[src/rtl/chained_string_hash_table_core_assert.svh]
// Assertion macros for the hash table core
`ifndef CHAINED_STRING_HASH_TABLE_CORE_ASSERT_SVH
`define CHAINED_STRING_HASH_TABLE_CORE_ASSERT_SVH
`ifndef SYNTHESIS
`define CSHT_ASSERT_IMP(label, clk, rst_n, ante, cons) \
  label: assert property (@(posedge clk) disable iff (!rst_n) (ante) |-> (cons)) \
    else $error("assertion failed");
`define CSHT_ASSERT_NXT(label, clk, rst_n, ante, cons) \
  label: assert property (@(posedge clk) disable iff (!rst_n) (ante) |=> (cons)) \
    else $error("assertion failed");
`else
`define CSHT_ASSERT_IMP(label, clk, rst_n, ante, cons)
`define CSHT_ASSERT_NXT(label, clk, rst_n, ante, cons)
`endif
`endif

[src/rtl/csht_pkg.sv]
// Package: constants, codes and types of the hash table core
`default_nettype none
package csht_pkg;
  localparam int Buckets = 1024;
  localparam int Ways = 4;
  localparam int KeyBytes = 16;
  localparam int BktW = $clog2(Buckets);
  localparam int WayW = (Ways > 1) ? $clog2(Ways) : 1;
  localparam int FillW = $clog2(Ways + 1);
  localparam int KeyIdxW = (KeyBytes > 1) ? $clog2(KeyBytes) : 1;
  localparam int LenW = $clog2(KeyBytes + 1);
  localparam int SlotW = BktW + WayW;
  localparam int ByteAddrW = SlotW + KeyIdxW;
  localparam int OutBktW = 10;

  typedef enum logic [2:0] {
    ST_INSERTED = 3'd0,
    ST_FULL     = 3'd1,
    ST_FOUND    = 3'd2,
    ST_MISSING  = 3'd3,
    ST_TOO_LONG = 3'd4
  } status_t;

  localparam logic FUNC_INSERT = 1'b0;
  localparam logic FUNC_SEARCH = 1'b1;

  typedef struct packed {
    logic [30:0] hash_value;
    logic        search;
    logic        too_long;
    logic [LenW-1:0] len;
  } key_info_t;
endpackage
`default_nettype wire

[src/rtl/csht_ram.sv]
// Generic single-port-write, registered-read RAM
`default_nettype none
module csht_ram #(
  parameter int Width = 8,
  parameter int Depth = 16
) (
  input  wire logic                     clk,
  input  wire logic                     we,
  input  wire logic [$clog2(Depth)-1:0] waddr,
  input  wire logic [Width-1:0]         wdata,
  input  wire logic [$clog2(Depth)-1:0] raddr,
  output      logic [Width-1:0]         rdata
);
  logic [Width-1:0] mem [Depth];
  always_ff @(posedge clk) begin
    if (we) mem[waddr] <= wdata;
    rdata <= mem[raddr];
  end
endmodule
`default_nettype wire

[src/rtl/csht_hash.sv]
// Byte intake: running hash, key buffer and length
`default_nettype none
module csht_hash (
  input  wire logic                          clk,
  input  wire logic                          rst_n,
  input  wire logic                          take,
  input  wire logic                          func,
  input  wire logic [7:0]                    key_byte,
  input  wire logic                          last,
  input  wire logic [csht_pkg::KeyIdxW-1:0]  kraddr,
  output      logic [7:0]                    krdata,
  output      logic                          done,
  output      csht_pkg::key_info_t           info
);
  logic [31:0] hash_r, hash_nxt;
  logic [csht_pkg::LenW-1:0] len_r, len_nxt;
  logic tl_r, tl_nxt;
  logic room;

  assign hash_nxt = hash_r * 32'd131 + {24'd0, key_byte};
  assign room = len_r < csht_pkg::LenW'(csht_pkg::KeyBytes);

  csht_ram #(.Width(8), .Depth(csht_pkg::KeyBytes)) u_kbuf (
    .clk(clk), .we(take && room), .waddr(len_r[csht_pkg::KeyIdxW-1:0]),
    .wdata(key_byte), .raddr(kraddr), .rdata(krdata));

  always_comb begin
    len_nxt = len_r;
    tl_nxt = tl_r;
    if (room) len_nxt = len_r + 1'b1;
    else tl_nxt = 1'b1;
  end

  always_ff @(posedge clk) begin
    if (!rst_n) begin
      hash_r <= '0;
      len_r <= '0;
      tl_r <= 1'b0;
      done <= 1'b0;
    end else begin
      done <= take && last;
      if (take) begin
        if (last) begin
          hash_r <= '0;
          len_r <= '0;
          tl_r <= 1'b0;
        end else begin
          hash_r <= hash_nxt;
          len_r <= len_nxt;
          tl_r <= tl_nxt;
        end
      end
    end
  end

  always_ff @(posedge clk) begin
    if (take && last) begin
      info.hash_value <= hash_nxt[30:0];
      info.search <= (func != csht_pkg::FUNC_INSERT);
      info.too_long <= tl_nxt;
      info.len <= len_nxt;
    end
  end
endmodule
`default_nettype wire

[config.mk]
export PLATFORM = sky130hd
export DESIGN_NAME = csht_hash
export DESIGN_NICKNAME = d
export VERILOG_FILES = /design/src/rtl/chained_string_hash_table_core_assert.svh /design/src/rtl/csht_pkg.sv /design/src/rtl/csht_ram.sv /design/src/rtl/csht_hash.sv
export SDC_FILE = /design/constraint.sdc
export NUM_CORES = 1
export LEC_CHECK = 0
export BUFFER_PORTS_ARGS = -buffer_cell sky130_fd_sc_hd__buf_4
export CAP_MARGIN = 5
export CORE_UTILIZATION = 30
export DETAILED_ROUTE_END_ITERATION = 8
export PLACE_DENSITY_LB_ADDON = 0.2
export SETUP_SLACK_MARGIN = 0.1
export SKIP_CTS_REPAIR_TIMING = 1
export SYNTH_ARGS = -nofsm -noshare
export SYNTH_HDL_FRONTEND = slang
export SYNTH_SLANG_ARGS = --single-unit
[constraint.sdc]
create_clock -name clk -period 13.6 [get_ports clk]
set_input_delay 2.72 -clock clk [delete_from_list [all_inputs] [get_ports clk]]
set_output_delay 2.72 -clock clk [all_outputs]
set_load 0.05 [all_outputs]
Word-level counts from Yosys, hierarchy flattened
Memories as Yosys holds them, arrays and structs flattened. A register that Yosys moved wholly into a read port is not among the register bits.
Cells that the tools add are included.
- flip-flop bits (word level): 77
- memory bits (writable): 128
- memories: 1
- memories (memory ; depth ; width ; read ports ; clocked after Yosys merged registers in ; wr ports ; RTL line ; RTL):
    u_kbuf.mem ; 16 ; 8 ; 1 ; 1 ; 1 ; csht_ram.sv:14 ; logic [Width-1:0] mem [Depth];
- $add $sub $neg: 2
- multiply operators: 1
- $lt $le $gt $ge: 1
- muxes and demuxes: 7
- reduce and logical (&&, ||, !) cells: 2
- operator list (operator ; count):
    32-bit by 8-bit adder with 32-bit output ; 1
    32-bit by 8-bit multiplier with 32-bit output (second input constant) ; 1
    32-bit 2-to-1 mux ; 1
    5-bit 2-to-1 mux ; 2
    5-bit by 1-bit adder with 5-bit output (second input constant) ; 1
    5-bit < comparator (second input constant) ; 1
    1-bit 2-to-1 mux ; 4
    1-bit logical AND ; 2

Logic depth before layout (Yosys ltp)
Gate-level depths: netlist of the first run.
- word-level depth: 4
- depth in mapped cells: 17
- depth with buffers taken out: 17

By module
From an unflattened synthesis of the first run, not the netlist that was laid out.
- cells, all modules: 855
- area total of the unflattened synthesis: 11283.3 µm²
- modules (own cells, without submodules) (module ; instances ; cells an instance ; area an instance (µm²) ; seq. area each (µm²)):
    csht_hash ; 1 ; 626 ; 6135.9 ; 1901.8
    csht_ram ; 1 ; 229 ; 5147.4 ; 4003.8

Worst setup path before layout of the first run
Ideal clock, no wire load.
- path kind: input -> register
- start: in key_byte[7]
- end: reg hash_r[19]
- setup time: 117 ps
- arrival time: 6189 ps
- slack: 7294 ps
- stages on the path: 15
- cell sequence: inv_1 fa_1 inv_1 ha_1 ha_1 fa_1 ha_1 and3_2 a221oi_2 o21ai_2 a2111oi_2 o21bai_1 a21oi_1 xnor2_1 a32o_1
- word-level cells in the longest chain between the ends: 2
- ends and longest elaborated chain (element ; RTL line ; RTL):
    from (decl) ; csht_hash.sv:8 ; input wire logic [7:0] key_byte,
    32-bit by 8-bit adder with 32-bit output ; csht_hash.sv:20 ; assign hash_nxt = hash_r * 32'd131 + {24'd0, key_byte};
    named net hash_nxt[19] ; csht_hash.sv:15 ; logic [31:0] hash_r, hash_nxt;
    32-bit 2-to-1 mux ; csht_hash.sv:43 ; if (last) begin
    to (signal assigned) ; csht_hash.sv:48 ; hash_r <= hash_nxt;
    to (decl) ; csht_hash.sv:15 ;
The timed path passes the listed nets, and every way through them passes these cells.
A chain may end at the register's enable or synchronous reset.

Worst setup path in the final report of the first run
- start: in key_byte[7]
- end: reg info[37] (netlist bit), data pin
- word-level cells in the longest chain between the ends: 1
- ends and longest elaborated chain (element ; RTL line ; RTL):
    32-bit by 8-bit adder with 32-bit output ; csht_hash.sv:20 ;
    named net hash_nxt[30] ; csht_hash.sv:15 ;
    to (decl) ; csht_hash.sv:13 ; output csht_pkg::key_info_t info
The timed path passes the listed nets, and every way through them passes these cells.

==> flow_summary.yaml, run 1 <==
worst_setup_path:
  start_kind: "input pin"
  cp.arrival_ns: 6.58
  crit_family: "adder cells"
  path_cells: "buf_4 -> inv_1 -> fa_1 -> inv_1 -> ha_1 -> ha_1 -> fa_1 -> ha_1 -> nand3_1 -> a211oi_1 -> o211ai_1 -> a31oi_1 -> nand2_1 -> nand4b_1 -> nand2_1 -> xor2_1"
  end_kind: "flop"
  worst_path_largest_cell_delay_ns: 0.53
  critPathKind: "input pin to flop"
  crit_fanout: 17
  critPathRequiredTime_ns: 13.86
  cpMaxStageDelayCell: "fa_1"
  critPathMostFrequentCell: "ha_1"
  crit_buf_inv: 3
floorplanning:
  start_util: 0.306
  die_x_um: 195
  io_pins: 64
  dieHeight_um: 195
  die_area_mm2: 0.0382
  fp-row-count: 70
  coreArea_mm2: 0.0367
worst_hold_path:
  min_path_type: "flop to flop"
timing:
  grt_setup_unrepaired: "no"
  finalHoldViolCount: 0
  fin_crit_ns: 6.32
  tightest_slew_ns: 0.932
  max_freq_ghz: 0.158
  setup_viol: 0
  setup_tns_ns: 0
  slew_violations: 0
  max_slew_margin: 0.378
  finClkSkew_ns: 0.0127
  finalHoldWorstSlack_ns: 0.467
  finalCritPeriodShare: 0.465
power_and_ir_drop:
  p_leak_uw: 0.00539
  p_per_area_mw_per_mm2: 122
  ir_drop_mv: 0.0799
  report.power.total_uw: 1580
route:
  wl_per_cell_um: 18.3
  drc: 0
  drtIter0Drc: 297
  vias: 6387
  avgViaCountPerCell: 4.66
  dr.pass1.iters: 4
  finalWirelength_mm: 25.1
  ant_nets: 0
clock_tree:
  cts_root_buf: "clkbuf_16"
  cts_tree: "built"
  clk_pin_slew_worst_paths_ns: 0.06
  numCtsBuffers: 24
  clk_latency_ns: 0.53
  cts.path.max_buffers: 3
  cts_max_level: 1
  cts.sinks: 212
placement:
  io_buffers: 63
  hpwlAfterDp_mm: 18.1
  gp_congestion: 0.800
finish:
  final_cell_mix: "edfxtp_1 (166), inv_1 (131), ha_1 (112)"
  final_common_cell: "edfxtp_1"
  fin_nets: 1045
  area_delta_synth_final_pct: 15.1
  drive_above_1_share: 0.172
global_routing:
  grt_max_degree: 43
  track_usage: 0.134
  antenna_found_initial: 2
  grt_pass1_wl_mm: 39.4
  grt_pass1_vias: 6747
  overflow: 0
synthesis:
  async_reset_ff_frac: 0
  synth_area_per_cell_um2: 13.6
  syn_nets: 982
  yosys_warnings: 0
  netlist_instances: 823
  syn_area_mm2: 0.0112
  synth_ff_type: "edfxtp_1"
  yosysSeqAreaShare: 0.526
  ys_ff_latch: 212
  synth.distinct_cells: 62
  synth_edf_count: 166
status:
  status: "completed"
run:
  cap_violations: 0
==> registers in the layout, summed over array words and instances, names as in the netlist <==
signal / flops
u_kbuf.mem: 128
tl_r: 1
info: 38
done: 1
hash_r: 31
u_kbuf.rdata: 8
len_r: 5
==> cell usage after synthesis, types with 3 or more instances <==
cell type,number,share of area
nand4_1,4,0.0022
xnor2_1,22,0.017
nand2b_1,4,0.0022
a22o_1,3,0.0023
a211oi_1,4,0.0027
nor2b_1,20,0.011
fa_1,30,0.054
nand2_1,22,0.0074
edfxtp_1,166,0.44
nor2_1,17,0.0057
ha_1,112,0.12
nand3_1,8,0.0036
a31oi_1,4,0.0022
and3_1,4,0.0022
and2_1,26,0.014
o21a_1,4,0.0027
clkbuf_1,20,0.0067
a21o_1,12,0.0080
dfxtp_1,46,0.082
xor2_1,10,0.0078
nand4b_1,3,0.0023
mux4_2,40,0.080
a22oi_1,19,0.013
inv_1,132,0.044
o21ai_0,6,0.0027
a21oi_1,22,0.0098
a32o_1,5,0.0045
nor3_1,6,0.0027
o22ai_1,4,0.0022
a21boi_0,3,0.0020
buf_1,5,0.0017
==> cell families after synthesis <==
family	after synthesis	synth area share
adder cells (fa/ha/maj)	142	0.178
XOR/XNOR	32	0.0250
multiplexers	43	0.0831
AND/OR/NAND/NOR	127	0.0628
AO/OA/AOI/OAI	107	0.0698
flip-flops	212	0.526
buffers and inverters	160	0.0544
==> cell type report <==
| class | instances | area (um^2) |
|---|---|---|
| timing repair buffer | 65 | 488 |
| multi-input combinational | 451 | 4700 |
| clock buffer | 35 | 662 |
| clock inverter | 7 | 72.6 |
| fill | 3545 | 23800 |
| antenna | 1 | 2.50 |
| sequential | 212 | 5910 |
| inverter | 132 | 495 |
| tap | 468 | 586 |
==> stage by stage <==
step	cells	setup slack [ns]	area (um^2)	utilization
floorplan	823	7.29	11200	-
detailed placement	1328	6.73	12200	0.332
global route	1370	6.96	12900	0.352
finish	1371	7.28	12900	0.352
CTS	1370	7.29	12900	0.352
global placement	1328	6.79	12200	0.332
==> power by group <==
part | internal (uW) | switching [uW]
clock network | 356 | 255
registers | 723 | 12.0
logic | 82.5 | 151
==> worst reg2reg max path: cells and delay by family (launching register included) <==
kind | cells | cell delay (ns)
adders and majority gates | 5 | 1.84
DFF | 1 | 0.49
AOI/OAI and AO/OA | 3 | 0.97
xor gates and xnor gates | 1 | 0.16
buffers and inverters | 2 | 0.14
and+or+nand+nor | 4 | 0.55
==> layer usage <==
layer	vias up	track usage	part of all wire
li1	3090	-	-
met1	3160	0.170	0.45
met2	95	0.236	0.49
met3	40	0.0231	0.038
met4	2	0.0341	0.022
met5	-	0	0.00068
==> path summary, 6_finish.rpt <==
check,from,depth (start not counted),slack (ns),endpoint
max,key_byte[7],16,7.28,info[37]
min,tl_r,2,0.47,tl_r
max reg2reg,hash_r[6],15,9.18,info[37]
min reg2reg,tl_r,2,0.47,tl_r
Power figures use the tool's default switching activity.
==> run 2, diff against run 1 <==
- ABC_AREA: default -> 1
- clock period: 13.6 -> 6.15 ns (I/O delays scaled with it)
==> run 2 against run 1 <==
  * Critical path depth stayed put
  * Wire length rose by 22%
  * Die area up 7.9%
  * Non-clock buffer count is 1 higher
  * Largest power group is now clock
  * Combinational power grew 120%
  * Cell count rose by 37%
  * Setup slack worse by 5.3 ns
  * Flip-flop and latch count unchanged
  * Synthesized cell count rose by 55%
  * Final area rose by 9.1%
  * Core utilization rose by 0.18 points
==> flow_summary.yaml, run 2 <==
status:
  status: "completed"
global_routing:
  grt_pass1_vias: 8415
  track_usage: 0.153
  antenna_found_initial: 0
  grt_max_degree: 60
  overflow: 0
  grt_pass1_wl_mm: 48.3
clock_tree:
  numCtsBuffers: 26
  clk_pin_slew_worst_paths_ns: 0.06
  cts_root_buf: "clkbuf_16"
  cts.path.max_buffers: 3
  clk_latency_ns: 0.55
  cts_tree: "built"
  cts_max_level: 1
  cts.sinks: 212
synthesis:
  syn_area_mm2: 0.0121
  yosys_warnings: 0
  yosysMostFrequentCell: "nand2_1"
  syn_nets: 1432
  synth_top_cell_by_area: "edfxtp_1"
  yosysSeqAreaShare: 0.488
  async_reset_ff_frac: 0
  synth_top_area_share: 0.412
  synth.distinct_cells: 31
  synth.top_cells.by_count: "nand2_1 (275), inv_1 (262), edfxtp_1 (166)"
  synth_area_per_cell_um2: 9.52
  synth_ff_type: "edfxtp_1"
  netlist_instances: 1273
  synth_edf_count: 166
  ys_ff_latch: 212
  synth_area_leaders: "edfxtp_1 (41%), ha_1 (12%), nand2_1 (8.5%)"
timing:
  max_slew_margin: 0.263
  finalCritPeriodShare: 0.675
  max_freq_ghz: 0.241
  fin_crit_ns: 4.15
  setup_tns_ns: 0
  finalHoldViolCount: 0
  finClkSkew_ns: 0.00943
  slew_violations: 0
  setup_viol: 0
  tightest_slew_ns: 1.10
  grt_setup_unrepaired: "no"
  setup_slack_ns: 2.00
placement:
  placedCellCount: 1833
  gp_congestion: 0.828
  place_ws_ns: 1.45
  place_area_mm2: 0.0131
  hpwlAfterDp_mm: 22.0
  io_buffers: 63
floorplanning:
  die_x_um: 203
  fp-row-count: 73
  start_util: 0.304
  io_pins: 64
  dieHeight_um: 203
  die_area_mm2: 0.0412
  coreArea_mm2: 0.0398
worst_setup_path:
  critPathKind: "input pin to flop"
  path_cells: "buf_4 -> inv_1 -> fa_1 -> inv_1 -> ha_1 -> ha_1 -> fa_1 -> ha_1 -> nand2_1 -> nor2_1 -> nand3_1 -> nand2_1 -> inv_1 -> nor2_1 -> o21ai_0 -> and2_1"
  crit_buf_inv: 4
  cp.arrival_ns: 4.46
  crit_fanout: 17
  cpMaxStageDelayCell: "fa_1"
  crit_family: "adder cells"
  critPathRequiredTime_ns: 6.46
  worst_path_largest_cell_delay_ns: 0.54
  end_kind: "flop"
  start_kind: "input pin"
finish:
  multi_input_area_mm2: 0.00508
  area_delta_synth_final_pct: 16.3
  fillCellCount: 4047
  diodes: 0
  reg_top3: "u_kbuf.mem x128, info x38, hash_r x31"
  fin_nets: 1495
  fin_cells: 1881
  drive_above_1_share: 0.0885
  largest_reg_flops: 128
  seq_area_mm2: 0.00591
  final_area_mm2: 0.0141
  final_cell_mix: "nand2_1 (275), inv_1 (261), edfxtp_1 (166)"
  regMostFlops: "u_kbuf.mem"
  final_common_cell: "nand2_1"
power_and_ir_drop:
  intPower_uw: 2820
  p_sw_uw: 1020
  sequentialPowerShare: 0.423
  p_leak_uw: 0.00652
  power_frac_clock: 0.446
  combinationalPowerShare: 0.132
  report.power.total_uw: 3840
  p_per_area_mw_per_mm2: 273
  p_sw_frac: 0.265
  ir_drop_mv: 0.144
route:
  ant_nets: 0
  drc: 0
  finalWirelength_mm: 30.6
  vias: 8411
  wl_per_cell_um: 16.2
  avgViaCountPerCell: 4.47
  drtIter0Drc: 420
  dr.pass1.iters: 5
run:
  cap_violations: 0
worst_hold_path:
  min_path_type: "flop to flop"
run 2: logic make-up (layout without fill, tap and decap cells):
kind of cell               after synthesis  after routing  share of synthesized area
and+or+nand+nor                        413            413                      0.141
AOI/OAI and AO/OA                      162            162                     0.0745
muxes                                   32             32                     0.0264
DFF                                    212            212                      0.488
xor gates and xnor gates                16             16                     0.0116
adders and majority gates              142            142                      0.165
buffers and inverters                  296            379                     0.0933
run 2: metrics by stage:
step	hold WS, ns	utilization
detailed placement	0.460	0.330
finish	0.468	0.354
floorplan	0.429	-
global placement	0.443	0.330
global route	0.521	0.354
CTS	0.476	0.354
run 2: tightest hold or removal path: cells and delay by family (launching register included):
kind	cells	cell delay [ns]
and+or+nand+nor	1	0.07
DFF	1	0.32
AOI/OAI and AO/OA	1	0.04
run 2: cell type report:
cell class	count	area share
Timing Repair Buffer	66	0.0352
Inverter	265	0.0706
Sequential cell	212	0.419
Tap cell	525	0.0466
Multi-Input combinational cell	765	0.360
Clock inverter	21	0.0217
Clock buffer	27	0.0464
run 2: routing by layer:
metal | wire length [um] | up-vias | global-route usage
met2 | 14900 | 141 | 0.265
met1 | 13800 | 3954 | 0.197
met3 | 1230 | 45 | 0.0233
met5 | 0 | - | 0
met4 | 673 | 0 | 0.0411
li1 | - | 4271 | -
run 2: power groups by stage:
stage | combinational, uW | sequential, uW | clock [uW]
6_report | 505 | 1620 | 1710
5_1_grt | 566 | 1630 | 1810
4_1_cts | 513 | 1630 | 1750
3_5_place_dp | 509 | 1660 | 0
3_3_place_gp | 509 | 1660 | 0
2_1_floorplan | 260 | 1730 | 0
run 2: worst paths after layout:
| check | start | endpoint | slack (ns) | cells past startpoint |
|---|---|---|---|---|
| setup / recovery | key_byte[7] | info[26] | 2.00 | 16 |
| hold / removal | tl_r | tl_r | 0.47 | 2 |
| setup reg to reg | hash_r[7] | info[26] | 2.42 | 15 |
| hold reg to reg | tl_r | tl_r | 0.47 | 2 |
==> run 3, diff against run 2 <==
- clock period: 6.15 -> 3.35 ns (I/O delays scaled with it)
==> run 3 against run 2 <==
  * Hold slack worse by 0.17 ns
  * First-iteration DRC count is 6.2% higher
  * Global-route usage is 0.75 points higher
  * Total power is 87% higher
  * Count of clock-buffer cells in the layout is 14 higher
  * Largest cell class is now multi-input gates
  * Clock skew is 0.0062 ns higher
  * Setup slack worse by 1.9 ns
  * Die area stayed put
  * Wire length is 11% higher
  * Non-clock buffer count is 132 higher
  * Flip-flop and latch count stayed put
==> flow_summary.yaml, run 3 (synthesized netlist as in run 2, its figures left out) <==
timing:
  setup_viol: 0
  max_slew_margin: 0.403
  finalHoldViolCount: 0
  max_freq_ghz: 0.304
  setup_tns_ns: 0
  fin_crit_ns: 3.29
  tightest_slew_ns: 0.891
  slew_violations: 0
  finClkSkew_ns: 0.0156
  finalCritPeriodShare: 0.982
  grt_setup_unrepaired: "yes"
clock_tree:
  clk_pin_slew_worst_paths_ns: 0.06
  numCtsBuffers: 26
  cts.path.max_buffers: 3
  cts_root_buf: "clkbuf_16"
  cts_tree: "built"
  cts_max_level: 1
  cts.sinks: 212
  clk_latency_ns: 0.56
floorplanning:
  dieHeight_um: 203
  fp-row-count: 73
  io_pins: 64
  coreArea_mm2: 0.0398
  start_util: 0.304
  die_area_mm2: 0.0412
  die_x_um: 203
run:
  cap_violations: 0
global_routing:
  overflow: 0
  grt_pass1_vias: 8921
  antenna_found_initial: 0
  grt_pass1_wl_mm: 50.2
  grt_max_degree: 50
  track_usage: 0.160
route:
  wl_per_cell_um: 16.9
  drc: 0
  avgViaCountPerCell: 4.54
  dr.max_layer_used: "met4"
  vias: 9146
  wl_met2_mm: 16.6
  finalWirelength_mm: 33.9
  dr_wl_met3_mm: 1.35
  drtIter0Drc: 446
  drt-met1-wl_mm: 14.9
  dr.pass1.iters: 5
  ant_nets: 0
worst_setup_path:
  crit_fanout: 4
  end_kind: "flop"
  cp.arrival_ns: 3.61
  cpMaxStageDelayCell: "fa_2"
  worst_path_largest_cell_delay_ns: 0.56
  crit_family: "adder cells"
  critPathKind: "flop to flop"
  critPathRequiredTime_ns: 3.67
  start_kind: "flop"
  path_cells: "inv_2 -> fa_2 -> inv_2 -> ha_4 -> ha_4 -> fa_2 -> ha_4 -> nand2_4 -> nor2_4 -> nand3_2 -> nand3b_1 -> nand2_2 -> nand2_2 -> nand2_2 -> and2_4"
  crit_buf_inv: 2
placement:
  io_buffers: 63
  gp_congestion: 0.838
  hpwlAfterDp_mm: 23.8
finish:
  final_common_cell: "inv_1"
  fin_nets: 1627
  drive_above_1_share: 0.367
  reg_top3: "u_kbuf.mem x128, info x38, hash_r x31"
  fillCellCount: 3929
  area_delta_synth_final_pct: 38.0
  largest_reg_flops: 128
  diodes: 0
  final_cell_mix: "inv_1 (227), buf_4 (190), nand2_1 (180)"
  regMostFlops: "u_kbuf.mem"
power_and_ir_drop:
  p_leak_uw: 0.00750
  report.power.total_uw: 7190
  p_per_area_mw_per_mm2: 430
  ir_drop_mv: 0.373
status:
  status: "completed"
worst_hold_path:
  min_path_type: "input pin to flop"
[run 3: cell types whose count changed in the layout (fill, tap and decap cells not counted), moves of 34 or more]
cell,previous run,this run
buf_4,66,190
nand2_2,0,63
inv_1,261,227
ha_4,0,55
nand2_1,275,180
ha_1,112,56
[run 3: power by group]
part	switching, uW	internal (uW)	leakage (uW)
clock network	1150	1600	0.000407
registers	47.3	2920	0.00191
logic	848	631	0.00518
total	2040	5150	0.00750
[run 3: path summary, 6_finish.rpt]
check             from        to  slack [ns]  depth (start not counted)
min               func   info[6]        0.30                          1
min reg2reg       tl_r      tl_r        0.47                          2
max          hash_r[7]  info[27]        0.06                         15
max reg2reg  hash_r[7]  info[27]        0.06                         15
[run 3: cell type report]
class                           instances  area [um^2]  share of cell area
Timing Repair Buffer                  198         1530              0.0913
Multi-Input combinational cell        765         6700               0.401
Sequential cell                       212         5980               0.358
Inverter                              265         1010              0.0606
Tap cell                              525          657              0.0393
Clock inverter                          7         53.8             0.00322
Clock buffer                           41          778              0.0466
[run 3: metrics by stage]
step	area, um^2	instances	worst slack (ns)	utilization	hold slack, ns
6_report	16700	2013	0.0611	0.420	0.296
5_1_grt	16700	2013	-0.0930	0.420	0.278
4_1_cts	14900	1992	-0.305	0.375	0.269
3_5_place_dp	14100	1944	-0.461	0.354	0.458
3_3_place_gp	14100	1944	-0.422	0.354	0.441
2_1_floorplan	12200	1273	-0.00766	-	0.429
[run 3: per-layer routing]
metal	vias up	GRT usage
met5	-	0
met4	0	0.0524
met3	60	0.0246
met2	163	0.271
met1	4381	0.209
li1	4542	-
